--- src/sv/rnbd_pkg.sv ---
package rnbd_pkg;

  localparam int LENGTH_BITS_DEFAULT = 32;
  localparam int QUEUE_DEPTH_DEFAULT = 4;
  localparam int MAX_RESULTS         = 4;

  localparam logic [3:0] HDR_LEN = 4'd9;

  localparam logic [7:0] CHAR_CR   = 8'h0D;
  localparam logic [7:0] CHAR_LF   = 8'h0A;
  localparam logic [7:0] CHAR_NUL  = 8'h00;
  localparam logic [7:0] CHAR_ZERO = 8'h30;
  localparam logic [7:0] CHAR_NINE = 8'h39;
  localparam logic [7:0] CHAR_HASH = 8'h23;

  localparam logic [31:0] MAX_LEN_RESET = 32'hFFFF_FFFF;

  localparam logic [1:0] KIND_BYTE    = 2'd0;
  localparam logic [1:0] KIND_END     = 2'd1;
  localparam logic [1:0] KIND_DONE    = 2'd2;
  localparam logic [1:0] KIND_CORRUPT = 2'd3;

  typedef enum logic [1:0] {
    PH_HEADER,
    PH_LENGTH,
    PH_BODY,
    PH_CORRUPT
  } phase_t;

  typedef struct packed {
    logic [7:0] byte_in;
    logic       end_of_file;
  } item_t;

  typedef struct packed {
    logic [1:0]  kind;
    logic [7:0]  byte_out;
    logic [31:0] error_offset;
    logic        last;
  } result_t;

  // one result without the last flag; the back end derives it
  typedef struct packed {
    logic [1:0]  kind;
    logic [7:0]  byte_out;
    logic [31:0] error_offset;
  } entry_t;

  // all results caused by one input byte
  typedef struct packed {
    logic [2:0]               count;
    entry_t [MAX_RESULTS-1:0] entry;
  } batch_t;

  // "#! rnews "
  function automatic logic [7:0] hdr_char(input logic [3:0] idx);
    logic [7:0] ch;
    unique case (idx)
      4'd0:    ch = CHAR_HASH;
      4'd1:    ch = 8'h21;
      4'd2:    ch = 8'h20;
      4'd3:    ch = 8'h72;
      4'd4:    ch = 8'h6E;
      4'd5:    ch = 8'h65;
      4'd6:    ch = 8'h77;
      4'd7:    ch = 8'h73;
      4'd8:    ch = 8'h20;
      default: ch = 8'h00;
    endcase
    return ch;
  endfunction

endpackage

--- src/sv/rnbd_queue.sv ---
module rnbd_queue #(
  parameter int DEPTH = rnbd_pkg::QUEUE_DEPTH_DEFAULT
) (
  input  logic            clk,
  input  logic            rst,
  input  logic            wr_en,
  input  rnbd_pkg::batch_t wr_data,
  output logic            full,
  input  logic            rd_en,
  output rnbd_pkg::batch_t rd_data,
  output logic            empty
);
  import rnbd_pkg::*;

  localparam int PTR_W = (DEPTH > 1) ? $clog2(DEPTH) : 1;
  localparam int CNT_W = $clog2(DEPTH + 1);
  localparam logic [PTR_W-1:0] PTR_LAST = PTR_W'(DEPTH - 1);
  localparam logic [CNT_W-1:0] CNT_FULL = CNT_W'(DEPTH);

  batch_t           slots [DEPTH];
  logic [PTR_W-1:0] wr_ptr;
  logic [PTR_W-1:0] rd_ptr;
  logic [CNT_W-1:0] fill;

  logic do_wr;
  logic do_rd;

  assign full    = (fill == CNT_FULL);
  assign empty   = (fill == '0);
  assign do_wr   = wr_en && !full;
  assign do_rd   = rd_en && !empty;
  assign rd_data = slots[rd_ptr];

  always_ff @(posedge clk) begin
    if (do_wr) begin
      slots[wr_ptr] <= wr_data;
    end
  end

  always_ff @(posedge clk) begin
    if (rst) begin
      wr_ptr <= '0;
      rd_ptr <= '0;
      fill   <= '0;
    end else begin
      if (do_wr) begin
        wr_ptr <= (wr_ptr == PTR_LAST) ? '0 : wr_ptr + PTR_W'(1);
      end
      if (do_rd) begin
        rd_ptr <= (rd_ptr == PTR_LAST) ? '0 : rd_ptr + PTR_W'(1);
      end
      if (do_wr && !do_rd) begin
        fill <= fill + CNT_W'(1);
      end else if (do_rd && !do_wr) begin
        fill <= fill - CNT_W'(1);
      end
    end
  end

endmodule

--- src/sv/rnbd_front.sv ---
module rnbd_front #(
  parameter int LENGTH_BITS = rnbd_pkg::LENGTH_BITS_DEFAULT
) (
  input  logic             clk,
  input  logic             rst,
  input  logic             accept,
  input  rnbd_pkg::item_t  item,
  input  logic             cfg_write,
  input  logic [31:0]      cfg_data,
  output logic             batch_valid,
  output rnbd_pkg::batch_t batch
);
  import rnbd_pkg::*;

  localparam int LBW   = LENGTH_BITS + 4;
  localparam int CMP_W = (LBW > 32) ? LBW : 32;

  phase_t                 phase, phase_next;
  logic [3:0]             hidx, hidx_next;
  logic [LENGTH_BITS-1:0] acc, acc_next;
  logic [LENGTH_BITS-1:0] rem, rem_next;
  logic                   held, held_next;
  logic                   ended, ended_next;
  logic [31:0]            offset, offset_next;
  logic [31:0]            max_len;

  logic [7:0]  c;
  logic        eof;
  logic [31:0] past;
  logic [LBW-1:0] len_val;
  logic        too_big;
  logic        is_digit;

  logic        e_cr1, e_byte, e_cr2, e_end, e_cor, e_fin;
  logic        held_b;
  logic [31:0] cor_off;
  logic [2:0]  n;

  assign c    = item.byte_in;
  assign eof  = item.end_of_file;
  assign past = offset + 32'd1;

  assign is_digit = (c >= CHAR_ZERO) && (c <= CHAR_NINE);
  assign len_val  = LBW'({acc, 3'b000}) + LBW'({acc, 1'b0}) + LBW'(c[3:0]);
  assign too_big  = (|len_val[LBW-1:LENGTH_BITS]) || (CMP_W'(len_val) > CMP_W'(max_len));

  always_ff @(posedge clk) begin
    if (rst) begin
      max_len <= MAX_LEN_RESET;
    end else if (cfg_write) begin
      max_len <= cfg_data;
    end
  end

  always_ff @(posedge clk) begin
    if (rst) begin
      phase  <= PH_HEADER;
      hidx   <= '0;
      acc    <= '0;
      rem    <= '0;
      held   <= 1'b0;
      ended  <= 1'b0;
      offset <= '0;
    end else begin
      phase  <= phase_next;
      hidx   <= hidx_next;
      acc    <= acc_next;
      rem    <= rem_next;
      held   <= held_next;
      ended  <= ended_next;
      offset <= offset_next;
    end
  end

  always_comb begin
    phase_next  = phase;
    hidx_next   = hidx;
    acc_next    = acc;
    rem_next    = rem;
    held_next   = held;
    ended_next  = ended;
    offset_next = offset;
    e_cr1   = 1'b0;
    e_byte  = 1'b0;
    e_cr2   = 1'b0;
    e_end   = 1'b0;
    e_cor   = 1'b0;
    e_fin   = 1'b0;
    held_b  = held;
    cor_off = '0;
    n       = '0;
    batch   = '0;

    if (accept) begin
      unique case (phase)
        PH_HEADER: begin
          // mismatch and truncated header both point at the header start
          if (hidx < HDR_LEN && c == hdr_char(hidx)) begin
            hidx_next = hidx + 4'd1;
            if (hidx_next >= HDR_LEN) begin
              phase_next = PH_LENGTH;
              acc_next   = '0;
              if (eof) begin
                e_cor   = 1'b1;
                cor_off = past;
              end
            end else if (eof) begin
              e_cor   = 1'b1;
              cor_off = offset - 32'(hidx);
            end
          end else begin
            e_cor   = 1'b1;
            cor_off = offset - 32'(hidx);
          end
        end
        PH_LENGTH: begin
          if (is_digit) begin
            if (too_big) begin
              e_cor   = 1'b1;
              cor_off = offset;
            end else begin
              acc_next = len_val[LENGTH_BITS-1:0];
              if (eof) begin
                e_cor   = 1'b1;
                cor_off = past;
              end
            end
          end else if (c == CHAR_LF) begin
            rem_next   = acc;
            held_next  = 1'b0;
            ended_next = 1'b0;
            if (acc == '0) begin
              e_end      = 1'b1;
              phase_next = PH_HEADER;
              hidx_next  = '0;
              e_fin      = eof;
            end else begin
              phase_next = PH_BODY;
              if (eof) begin
                e_cor   = 1'b1;
                cor_off = past;
              end
            end
          end else begin
            e_cor   = 1'b1;
            cor_off = offset;
          end
        end
        PH_BODY: begin
          if (!ended) begin
            if (c == CHAR_NUL) begin
              e_cr1      = held;
              held_b     = 1'b0;
              ended_next = 1'b1;
            end else if (c == CHAR_CR) begin
              e_cr1  = held;
              held_b = 1'b1;
            end else begin
              e_cr1  = held && (c != CHAR_LF);
              held_b = 1'b0;
              e_byte = 1'b1;
            end
          end
          rem_next = (rem == '0) ? '0 : rem - LENGTH_BITS'(1);
          if (rem_next == '0) begin
            e_cr2      = held_b;
            held_next  = 1'b0;
            e_end      = 1'b1;
            phase_next = PH_HEADER;
            hidx_next  = '0;
            e_fin      = eof;
          end else begin
            held_next = held_b;
            if (eof) begin
              e_cor   = 1'b1;
              cor_off = past;
            end
          end
        end
        PH_CORRUPT: begin
        end
        default: begin
          phase_next = PH_CORRUPT;
        end
      endcase

      if (e_cor) begin
        phase_next = PH_CORRUPT;
        held_next  = 1'b0;
      end

      offset_next = past;
      if (eof) begin
        phase_next  = PH_HEADER;
        hidx_next   = '0;
        acc_next    = '0;
        rem_next    = '0;
        held_next   = 1'b0;
        ended_next  = 1'b0;
        offset_next = '0;
      end

      // results in the order the framing produces them
      if (e_cr1) begin
        batch.entry[n[1:0]] = '{kind: KIND_BYTE, byte_out: CHAR_CR, error_offset: '0};
        n = n + 3'd1;
      end
      if (e_byte) begin
        batch.entry[n[1:0]] = '{kind: KIND_BYTE, byte_out: c, error_offset: '0};
        n = n + 3'd1;
      end
      if (e_cr2) begin
        batch.entry[n[1:0]] = '{kind: KIND_BYTE, byte_out: CHAR_CR, error_offset: '0};
        n = n + 3'd1;
      end
      if (e_end) begin
        batch.entry[n[1:0]] = '{kind: KIND_END, byte_out: '0, error_offset: '0};
        n = n + 3'd1;
      end
      if (e_cor) begin
        batch.entry[n[1:0]] = '{kind: KIND_CORRUPT, byte_out: '0, error_offset: cor_off};
        n = n + 3'd1;
      end
      if (e_fin) begin
        batch.entry[n[1:0]] = '{kind: KIND_DONE, byte_out: '0, error_offset: '0};
        n = n + 3'd1;
      end
    end

    batch.count = n;
  end

  assign batch_valid = accept && (n != '0);

endmodule

--- src/sv/rnbd_back.sv ---
module rnbd_back (
  input  logic              clk,
  input  logic              rst,
  input  logic              q_valid,
  input  rnbd_pkg::batch_t  q_data,
  output logic              q_pop,
  output rnbd_pkg::result_t result,
  output logic              empty,
  input  logic              pop
);
  import rnbd_pkg::*;

  logic       res_valid;
  logic [1:0] idx;
  logic       load;
  logic       is_last;
  entry_t     cur;

  assign empty   = !res_valid;
  assign load    = q_valid && (!res_valid || pop);
  assign is_last = (({1'b0, idx} + 3'd1) >= q_data.count);
  assign cur     = q_data.entry[idx];
  assign q_pop   = load && is_last;

  always_ff @(posedge clk) begin
    if (rst) begin
      res_valid <= 1'b0;
      idx       <= '0;
    end else begin
      if (load) begin
        res_valid <= 1'b1;
        idx       <= is_last ? 2'd0 : idx + 2'd1;
      end else if (pop) begin
        res_valid <= 1'b0;
      end
    end
  end

  always_ff @(posedge clk) begin
    if (load) begin
      result.kind         <= cur.kind;
      result.byte_out     <= cur.byte_out;
      result.error_offset <= cur.error_offset;
      result.last         <= is_last;
    end
  end

endmodule

--- src/sv/rnews_batch_deframer_unit.sv ---
// News batch deframer. Bytes of a batch file enter on the item channel
// (push/full, end_of_file marks the last byte); per article the block
// checks the "#! rnews <len>" header line, then passes the declared number
// of body bytes with CR-LF folded to LF, cut off at a NUL, then an article-end
// result. A clean file end adds a finished result; a framing fault gives a
// single corrupt result with the byte offset and the rest of the file is
// ignored. Each byte yields zero to four results, the last one flagged.
// Results leave on the result channel (empty/pop), oldest first.
// cfg_valid/cfg_ready/cfg_data write the maximum article length; write it
// only while no transaction is in flight.
// Throughput: one byte per cycle while results drain at one per cycle;
// a byte that yields several results holds the output for each of them, and
// the batch queue between classifier and serializer (QUEUE_DEPTH bytes'
// worth) absorbs the difference. The first result of a byte passes through
// the batch queue and then the output register before it reaches the
// result ports. When pop stays low, results back up into the queue
// and full rises once it holds QUEUE_DEPTH batches. Synchronous reset
// returns to the start of a file, sets the maximum length to all ones
// and drops pending results.
module rnews_batch_deframer_unit #(
  parameter int LENGTH_BITS = rnbd_pkg::LENGTH_BITS_DEFAULT,
  parameter int QUEUE_DEPTH = rnbd_pkg::QUEUE_DEPTH_DEFAULT
) (
  input  logic              clk,
  input  logic              rst,
  input  logic              push,
  output logic              full,
  input  rnbd_pkg::item_t   item,
  output logic              empty,
  input  logic              pop,
  output rnbd_pkg::result_t result,
  input  logic              cfg_valid,
  output logic              cfg_ready,
  input  logic [31:0]       cfg_data
);
  import rnbd_pkg::*;

  logic   accept;
  logic   batch_valid;
  batch_t batch;
  logic   q_empty;
  logic   q_pop;
  batch_t q_data;

  assign cfg_ready = 1'b1;
  assign accept    = push && !full;

  rnbd_front #(
    .LENGTH_BITS(LENGTH_BITS)
  ) u_front (
    .clk         (clk),
    .rst         (rst),
    .accept      (accept),
    .item        (item),
    .cfg_write   (cfg_valid && cfg_ready),
    .cfg_data    (cfg_data),
    .batch_valid (batch_valid),
    .batch       (batch)
  );

  rnbd_queue #(
    .DEPTH(QUEUE_DEPTH)
  ) u_queue (
    .clk     (clk),
    .rst     (rst),
    .wr_en   (batch_valid),
    .wr_data (batch),
    .full    (full),
    .rd_en   (q_pop),
    .rd_data (q_data),
    .empty   (q_empty)
  );

  rnbd_back u_back (
    .clk     (clk),
    .rst     (rst),
    .q_valid (!q_empty),
    .q_data  (q_data),
    .q_pop   (q_pop),
    .result  (result),
    .empty   (empty),
    .pop     (pop)
  );

endmodule
--- config.mk ---
export PLATFORM = sky130hd
export DESIGN_NAME = rnews_batch_deframer_unit
export DESIGN_NICKNAME = d
export VERILOG_FILES = /design/src/sv/rnbd_pkg.sv /design/src/sv/rnbd_queue.sv /design/src/sv/rnbd_front.sv /design/src/sv/rnbd_back.sv /design/src/sv/rnews_batch_deframer_unit.sv
export SDC_FILE = /design/constraint.sdc
export NUM_CORES = 1
export LEC_CHECK = 0
export ABC_AREA = 1
export BUFFER_PORTS_ARGS = -buffer_cell sky130_fd_sc_hd__buf_2
export CAP_MARGIN = 10
export CORE_ASPECT_RATIO = 2
export CORE_MARGIN = 1.5
export CORE_UTILIZATION = 60
export CTS_CLUSTER_SIZE = 20
export DETAILED_ROUTE_END_ITERATION = 8
export PLACE_DENSITY = 0.77
export SETUP_SLACK_MARGIN = 0.05
export SYNTH_ARGS = -nofsm -noshare
export SYNTH_HDL_FRONTEND = slang
export SYNTH_HIERARCHICAL = 1
export SYNTH_SLANG_ARGS = --single-unit
--- constraint.sdc ---
create_clock -name clk -period 24.7 [get_ports clk]
set_input_delay 4.94 -clock clk [delete_from_list [all_inputs] [get_ports clk]]
set_output_delay 4.94 -clock clk [all_outputs]
set_load 0.05 [all_outputs]
Yosys cells after proc, flatten, opt, wreduce, memory -nomap -nowiden
Memories as Yosys holds them, arrays and structs flattened. A register that Yosys moved wholly into a read port is not among the register bits.
Index checks and enable logic that the tools add are counted.
{ "classes": {"add_sub_neg": 17, "magnitude_cmp": 17, "eq_ne": 22, "muxes": 139, "n_bitwise": 9, "n_reduce_logical": 43} }
{ "op_table": {"columns": ["cell", "count"], "rows": [
  ["$mux W168", 10],
  ["$mux W32", 20],
  ["$demux W42 S2", 5],
  ["$bwmux W168", 2],
  ["$and A164 B164 Y164", 2],
  ["$not A164 Y164", 2],
  ["$mux W42", 7],
  ["$and A156 B156 Y156", 1],
  ["$not A156 Y156", 1],
  ["$pmux W32 S2", 2],
  ["$logic_not A32 Y1", 3],
  ["$pmux W32 S3", 1],
  ["$bmux W42 S2", 1],
  ["$mux W1", 47],
  ["$mux W3", 13],
  ["$add A35 B33 Y36", 1],
  ["$add A36 B4 Y36", 1],
  ["$gt A36 B32 Y1", 1],
  ["$mux W36", 1],
  ["$add A32 B1 Y32 const B", 1],
  ["$mux W4", 8],
  ["$sub A32 B1 Y32 const B", 1],
  ["$sub A32 B4 Y32", 1],
  ["$mux W2", 13],
  ["43 further kinds", 102]
]} }
{ "word_totals": {"reg_bits": 189, "ram_bits": 684, "romBits": 112, "input_bits": 46, "elab_cells": 266, "memories": 2} }
{ "mem_list": {"columns": ["memory", "words", "width", "read_ports", "rd_clocked_by_memory_dff", "wr", "line", "source"], "rows": [
  ["u_queue.slots", 4, 171, 1, 1, 1, "rnbd_queue.sv:20", "batch_t slots [DEPTH];"],
  ["(name not given)", 16, 7, 1, 1, 0, "rnbd_pkg.sv:58", "unique case (idx)"]
]} }

Logic depth before layout (Yosys ltp)
{ "logic_depth": {"word_depth": 31, "ltp_mapped": 51, "ltp_nobuf": 51} }

By module
The synthesis kept the hierarchy.
{ "by_module_without_submodules": {"columns": ["module", "instances", "cells_each", "area_per_inst_um2", "seq_area_each_um2"], "rows": [
  ["rnbd_queue", 1, 1724, 25695.9, 20719.9],
  ["rnbd_front", 1, 2589, 15483.6, 2862.7],
  ["rnbd_back", 1, 317, 2705.1, 1351.3],
  ["rnews_batch_deframer_unit", 1, 5, 25.0, 0.0]
]} }

Worst setup path after synthesis
OpenSTA, ideal clock, no wires.
{ "synth_path": {"path_type": "input to register", "from": "in item[4] (netlist name)", "to": "mem u_queue/slots[0][0] (netlist name) (enable)", "setup_ps": 705, "t_arrival_ps": 16439, "required_ps": 23995, "setup_slack_ps": 7557, "path_stages": 39, "path_cell_list": "fa_1 -> ha_1 -> a21oi_1 -> o21ai_0 -> nand2_1 -> nand2_1 -> nand2_1 -> nand2_1 -> a21oi_1 -> inv_1 -> a21oi_1 -> inv_1 -> nand2_1 -> nand2_1 -> xor2_1 -> ha_1 -> nand2_1 -> nor4_1 -> [3 not listed] -> nand2_1 -> nand2_1 -> nand4_1 -> nand2_1 -> a21oi_4 -> nand2_1 -> nand2_2 -> inv_1 -> ha_1 -> inv_1 -> nor2_1 -> nand3_1 -> nand2_1 -> nand2_1 -> nand3_1 -> nand3_1 -> nand2_1 -> nor2_1"} }
{ "synth_between": {"elab_chain_cells": 29, "word_cells_on_any_way": 66, "classes_between": "6 x add/sub; 3 x order compare; 4 x eq/ne; 44 x mux; 9 x reduce/logical"} }
{ "synth_lines": {"columns": ["item", "line", "source"], "rows": [
  ["from (decl)", "rnews_batch_deframer_unit.sv:28", "input rnbd_pkg::item_t item,"],
  ["$ne A8 B4 Y1", "rnbd_front.sv:159", "e_cr1 = held && (c != CHAR_LF);"],
  ["$logic_and A1 B1 Y1", "rnbd_front.sv:159", null],
  ["$mux W1", "rnbd_front.sv:155", "end else if (c == CHAR_CR) begin"],
  ["$mux W1", "rnbd_front.sv:151", "if (c == CHAR_NUL) begin"],
  ["$mux W1", "rnbd_front.sv:150", "if (!ended) begin"],
  ["$mux W1", "rnbd_front.sv:95", "unique case (phase)"],
  ["$mux W1", "rnbd_front.sv:94", "if (accept) begin"],
  ["$mux W1", "rnbd_front.sv:204", "if (e_cr1) begin"],
  ["[14 not listed]", null, null],
  ["$mux W3 (*)", "rnbd_front.sv:224", "if (e_fin) begin"],
  ["$mux W3 (*)", "rnbd_front.sv:94", null],
  ["$reduce_bool A3 Y1 (*)", "rnbd_front.sv:233", "assign batch_valid = accept && (n != '0);"],
  ["$logic_and A1 B1 Y1 (*)", "rnbd_front.sv:233", null],
  ["net batch_valid", "rnews_batch_deframer_unit.sv:39", "logic batch_valid;"],
  ["$logic_and A1 B1 Y1 (*)", "rnbd_queue.sv:30", "assign do_wr = wr_en && !full;"],
  ["$mux W1 (*)", "rnbd_queue.sv:35", "if (do_wr) begin"],
  ["$mux W1 (implied by the code) (*)", "rnbd_queue.sv:36", "slots[wr_ptr] <= wr_data;"],
  ["to (decl)", "rnbd_queue.sv:20", null]
]} }
The timed path passes the listed nets; every way through them passes the cells marked *. The select of a mux whose other input is x is not followed.

Worst setup path in the final report
{ "layout_path": {"from": "in item[4] (netlist name)", "to": "mem u_queue/slots[2][140] (netlist name) (enable)"} }
The elaborated chain is that of the path after synthesis.

==> results.md <==
* H-tree depth reported by CTS at 3
* Worst Max-Slew Pin Slew at between 1000 and 1500 ps
* Max-capacitance violation count at 0
* Count of mapped cells out of synthesis at roughly 4,600
* Reg2Reg Depth at 42
* Number of inserted filler cells in the final layout at between 5,000 and 6,000
* Max Fanout on Critical Path at 58
* Fraction of power spent switching nets at 0.4260
* Startpoint kind of the worst setup timing path: primary input
* Count of buffers inserted at the top-level ports at 90
* Number of antenna violations at the first check in global routing at 3
* Core area at roughly 0.073 mm²
* Int Pwr at 3356 µW
* Share of the clock period used by the worst path at 0.5514
* Post-route non-filler standard cell count at 5,582
* Number of post-CTS setup repair buffers at 0
* Root buffer cell: clkbuf_16
* Detailed Routing Iterations Pass 1 at 8
* HP Class: register to register
* Post-detailed-route DRC marker count at 0
* Number of inserted diodes at 0
* RR Endpoint: u_queue/slots[2][140]
* Largest net degree at the start of global routing at 174
* Setup slack of the most critical reg-to-reg path at 14,980 ps
* Number of warnings reported in the yosys synthesis log at 6
* PD cells at 123.6 mW/mm²
* Switching power total at 2491 µW
* Leakage power at ~0.018 µW
* Clock slew at reported path FFs at 70 ps
* Detailed placer's ending HPWL at 84.49 mm
* Post-DR wirelength/cell at 23.18 µm
* Most frequent cell on the critical path: nand2_1
* Vertical die dimension at 385.6 µm
* Share of total power in combinational logic at 0.413
* Via/cell ratio at 6.247
* Unique masters post-synth at 57
* Number of instances on the worst hold path at 2
* Final setup fails at 0
* Aggregate global routing overflow at 0
* Clock period minus final worst setup slack at 13,620 ps
* Area grow syn2layout at 7.739%
* Number of violations reported at the end of detailed-routing iteration 0 at 3,614
* Unrepaired setup endpoints after global routing: no
* Final worst hold slack at roughly 470 ps
* Largest voltage drop on the vdd net at 0.09874 mV
* Global Route Usage Sum at 0.3428
* Effective utilization at floorplan at 0.6040
* Combined area of all synthesized cells at 0.04391 mm²
* Hold bufs inserted after CTS at 0
* Worst rel slew slack at 0.2055
* Worst EP required at 24,990 ps
* Highest clock frequency the design can meet at about 73 MHz
* Number of clock buffers inserted by TritonCTS at 75
* Crit path largest cell delay at 800 ps
* Die outline area at roughly 0.075 mm²
* Clock Power Share at 0.217
* Fraction of layout cells with a size suffix above 1 at 0.08027
* Std-Cell Rows at 140
* Clock tree sinks at 882
* Beginning of the worst register-to-register path: u_front/acc[8]
* Seq pwr share at 0.369
* Placed Cells incl. Taps at 5,444
* Type of the setup path with the least slack: primary input to register
* Sequential fraction of the synthesis area at 0.5678
* Nets at roughly 4,800
* Wire length of the first global-routing pass at 193.4 mm
* Hold endpoint: u_front/max_len[6]
* Maximum buffer depth of the clock tree at 3
* Clock tree from TritonCTS: yes
* Overall via count from detail_route at 34,870
* Post-cts sizing count at 0
* Highest-delay cell along the critical path: nor2_4
* Total Wirelength at 129.4 mm
* Worst Path Arrival at 13,910 ps
* Run status: complete, no violations
* Worst-Skew Late Latency at 670 ps
* Avg Synthesized Cell Area at ~9.5 µm²
* X dimension of the die at 194.3 µm
* Critical Path End Type: register
* Post-Route Setup TNS at 0 ps
* Synthesized flop and latch total at 882
* Count of boundary I/O pins at around 90
* Layout Skew at ~24 ps
* Endpoints failing hold at 0
* ANT nets after route at 0
* Max-slew violation count at 0
* Global placement routability congestion at roughly 1.1
* Vias in the first global route at around 34,000
* Start point of the worst hold path: u_front/max_len[6]
-- power by group through the flow --
stage | clock network [µW] | registers (µW) | logic, µW
after floorplan | 0 | 2330 | 1570
after detailed placement | 0 | 2190 | 2350
after CTS | 1280 | 2160 | 2370
after global placement | 0 | 2180 | 2300
final | 1270 | 2160 | 2420
after global routing | 1340 | 2180 | 2620
-- metrics by stage --
| step | utilization | setup WS [ps] | cell area (µm²) | power [µW] |
|---|---|---|---|---|
| 6_report | 0.6508 | 11080 | 47310 | 5847 |
| 3_5_place_dp | 0.6144 | 10510 | 44660 | 4537 |
| 4_1_cts | 0.6507 | 11170 | 47300 | 5807 |
| 3_3_place_gp | 0.6144 | 10500 | 44660 | 4477 |
| 5_1_grt | 0.6508 | 10420 | 47310 | 6140 |
| 2_1_floorplan | - | 7557 | 43940 | 3900 |
-- state kept, by name, indices dropped and copies added, names as in the netlist, named ones only --
signal            count
u_back/idx            2
u_back/res_valid      1
u_back/result        43
u_front/acc          32
u_front/ended         1
u_front/held          1
u_front/hidx          4
u_front/max_len      32
u_front/offset       32
u_front/phase         2
u_front/rem          32
u_queue/fill          3
u_queue/rd_ptr        2
u_queue/slots       684
u_queue/wr_ptr        2
-- layout by cell type, fill, tap and decap left out, types with 13 or more instances in the layout --
master       n
o21ai_1     17
o211ai_1    41
nand2_1    681
nor2_2      25
nand3_1    117
o221ai_1    22
xor2_1      60
edfxtp_1   727
inv_1      315
buf_2       89
ha_1       137
xnor2_1     22
clkbuf_16   76
nand4_1     40
dfxtp_1    151
buf_4       55
inv_2       14
o22ai_1    233
o21ai_0    507
nor4_1      20
clkinv_1    13
a21oi_1    230
nor3_1      36
nand2_2     17
nor2_1     803
a31oi_1     29
-- area by class of cell --
class	count	area (µm²)	share of cell area
clock buffers	86	1949	0.04121
clock inverters	52	690.7	0.01460
inverters	336	1272	0.02690
multi-input cells	3159	16440	0.3474
flip-flops and latches	882	24950	0.5273
well taps	923	1155	0.02441
repair buffers	144	858.3	0.01814
-- cells in the mapped netlist, drive strengths merged --
cell type | instances | area share
a211oi | 5 | 0.00085
a21boi | 2 | 0.00034
a21o | 2 | 0.00034
a21oi | 234 | 0.027
a221oi | 10 | 0.0020
a22oi | 1 | 0.00017
a31oi | 29 | 0.0041
and2 | 1 | 0.00014
and3 | 3 | 0.00043
buf | 107 | 0.017
clkbuf | 160 | 0.014
clkinv | 4 | 0.00034
conb | 2 | 0.00017
dfxtp | 155 | 0.071
edfxtp | 727 | 0.50
fa | 4 | 0.0018
ha | 138 | 0.039
inv | 332 | 0.028
nand2 | 700 | 0.061
nand3 | 123 | 0.015
nand3b | 3 | 0.00051
nand4 | 45 | 0.0075
nor2 | 842 | 0.076
nor3 | 38 | 0.0046
nor3b | 1 | 0.00017
nor4 | 21 | 0.0030
o2111ai | 12 | 0.0024
o211ai | 41 | 0.0070
o21a | 4 | 0.00068
o21ai | 527 | 0.060
o21bai | 12 | 0.0021
o221ai | 22 | 0.0044
o22ai | 233 | 0.033
o31ai | 1 | 0.00017
o32ai | 2 | 0.00040
o41ai | 1 | 0.00020
or2 | 9 | 0.0013
xnor2 | 22 | 0.0044
xor2 | 60 | 0.012
-- cells by family (layout without fill, tap and decap cells) --
group / Yosys count / after routing / share of synthesized area
AND/OR/NAND/NOR: 1786 / 1786 / 0.1690
AO/OA/AOI/OAI: 1138 / 1138 / 0.1457
flip-flops: 882 / 882 / 0.5678
buffers and inverters: 603 / 618 / 0.05984
adder cells (fa/ha/maj): 142 / 142 / 0.04115
XOR/XNOR: 82 / 82 / 0.01636
other: 2 / 11 / 0.0001710
-- how the worst max path moves through the flow --
stage                     startpoint               endpoint  slack, ps  depth (start not counted)
after floorplan              item[4]    u_queue/slots[0][0]       7560                         39
after detailed placement     item[4]  u_queue/slots[2][140]      10510                         43
after global placement       item[4]   u_queue/slots[2][31]      10500                         43
after CTS                    item[4]  u_queue/slots[2][140]      11170                         43
after global routing         item[4]   u_queue/slots[2][97]      10420                         43
final                        item[4]  u_queue/slots[2][140]      11080                         43
-- per-layer routing --
metal,GRT usage,vias to the layer above,share of wire
li1,-,16090,-
met1,0.3431,16430,0.32
met2,0.6174,1783,0.52
met3,0.05743,572,0.074
met4,0.2947,2,0.092
met5,0,-,0.000085
-- worst max-delay path, delay by kind of cell --
kind / cells / cell delay, ps
compound gates: 5 / 1300
xor+xnor: 1 / 200
fa+ha+maj: 4 / 1300
buf+inv: 8 / 2550
simple gates: 25 / 3460
Power figures use the tool's default switching activity.
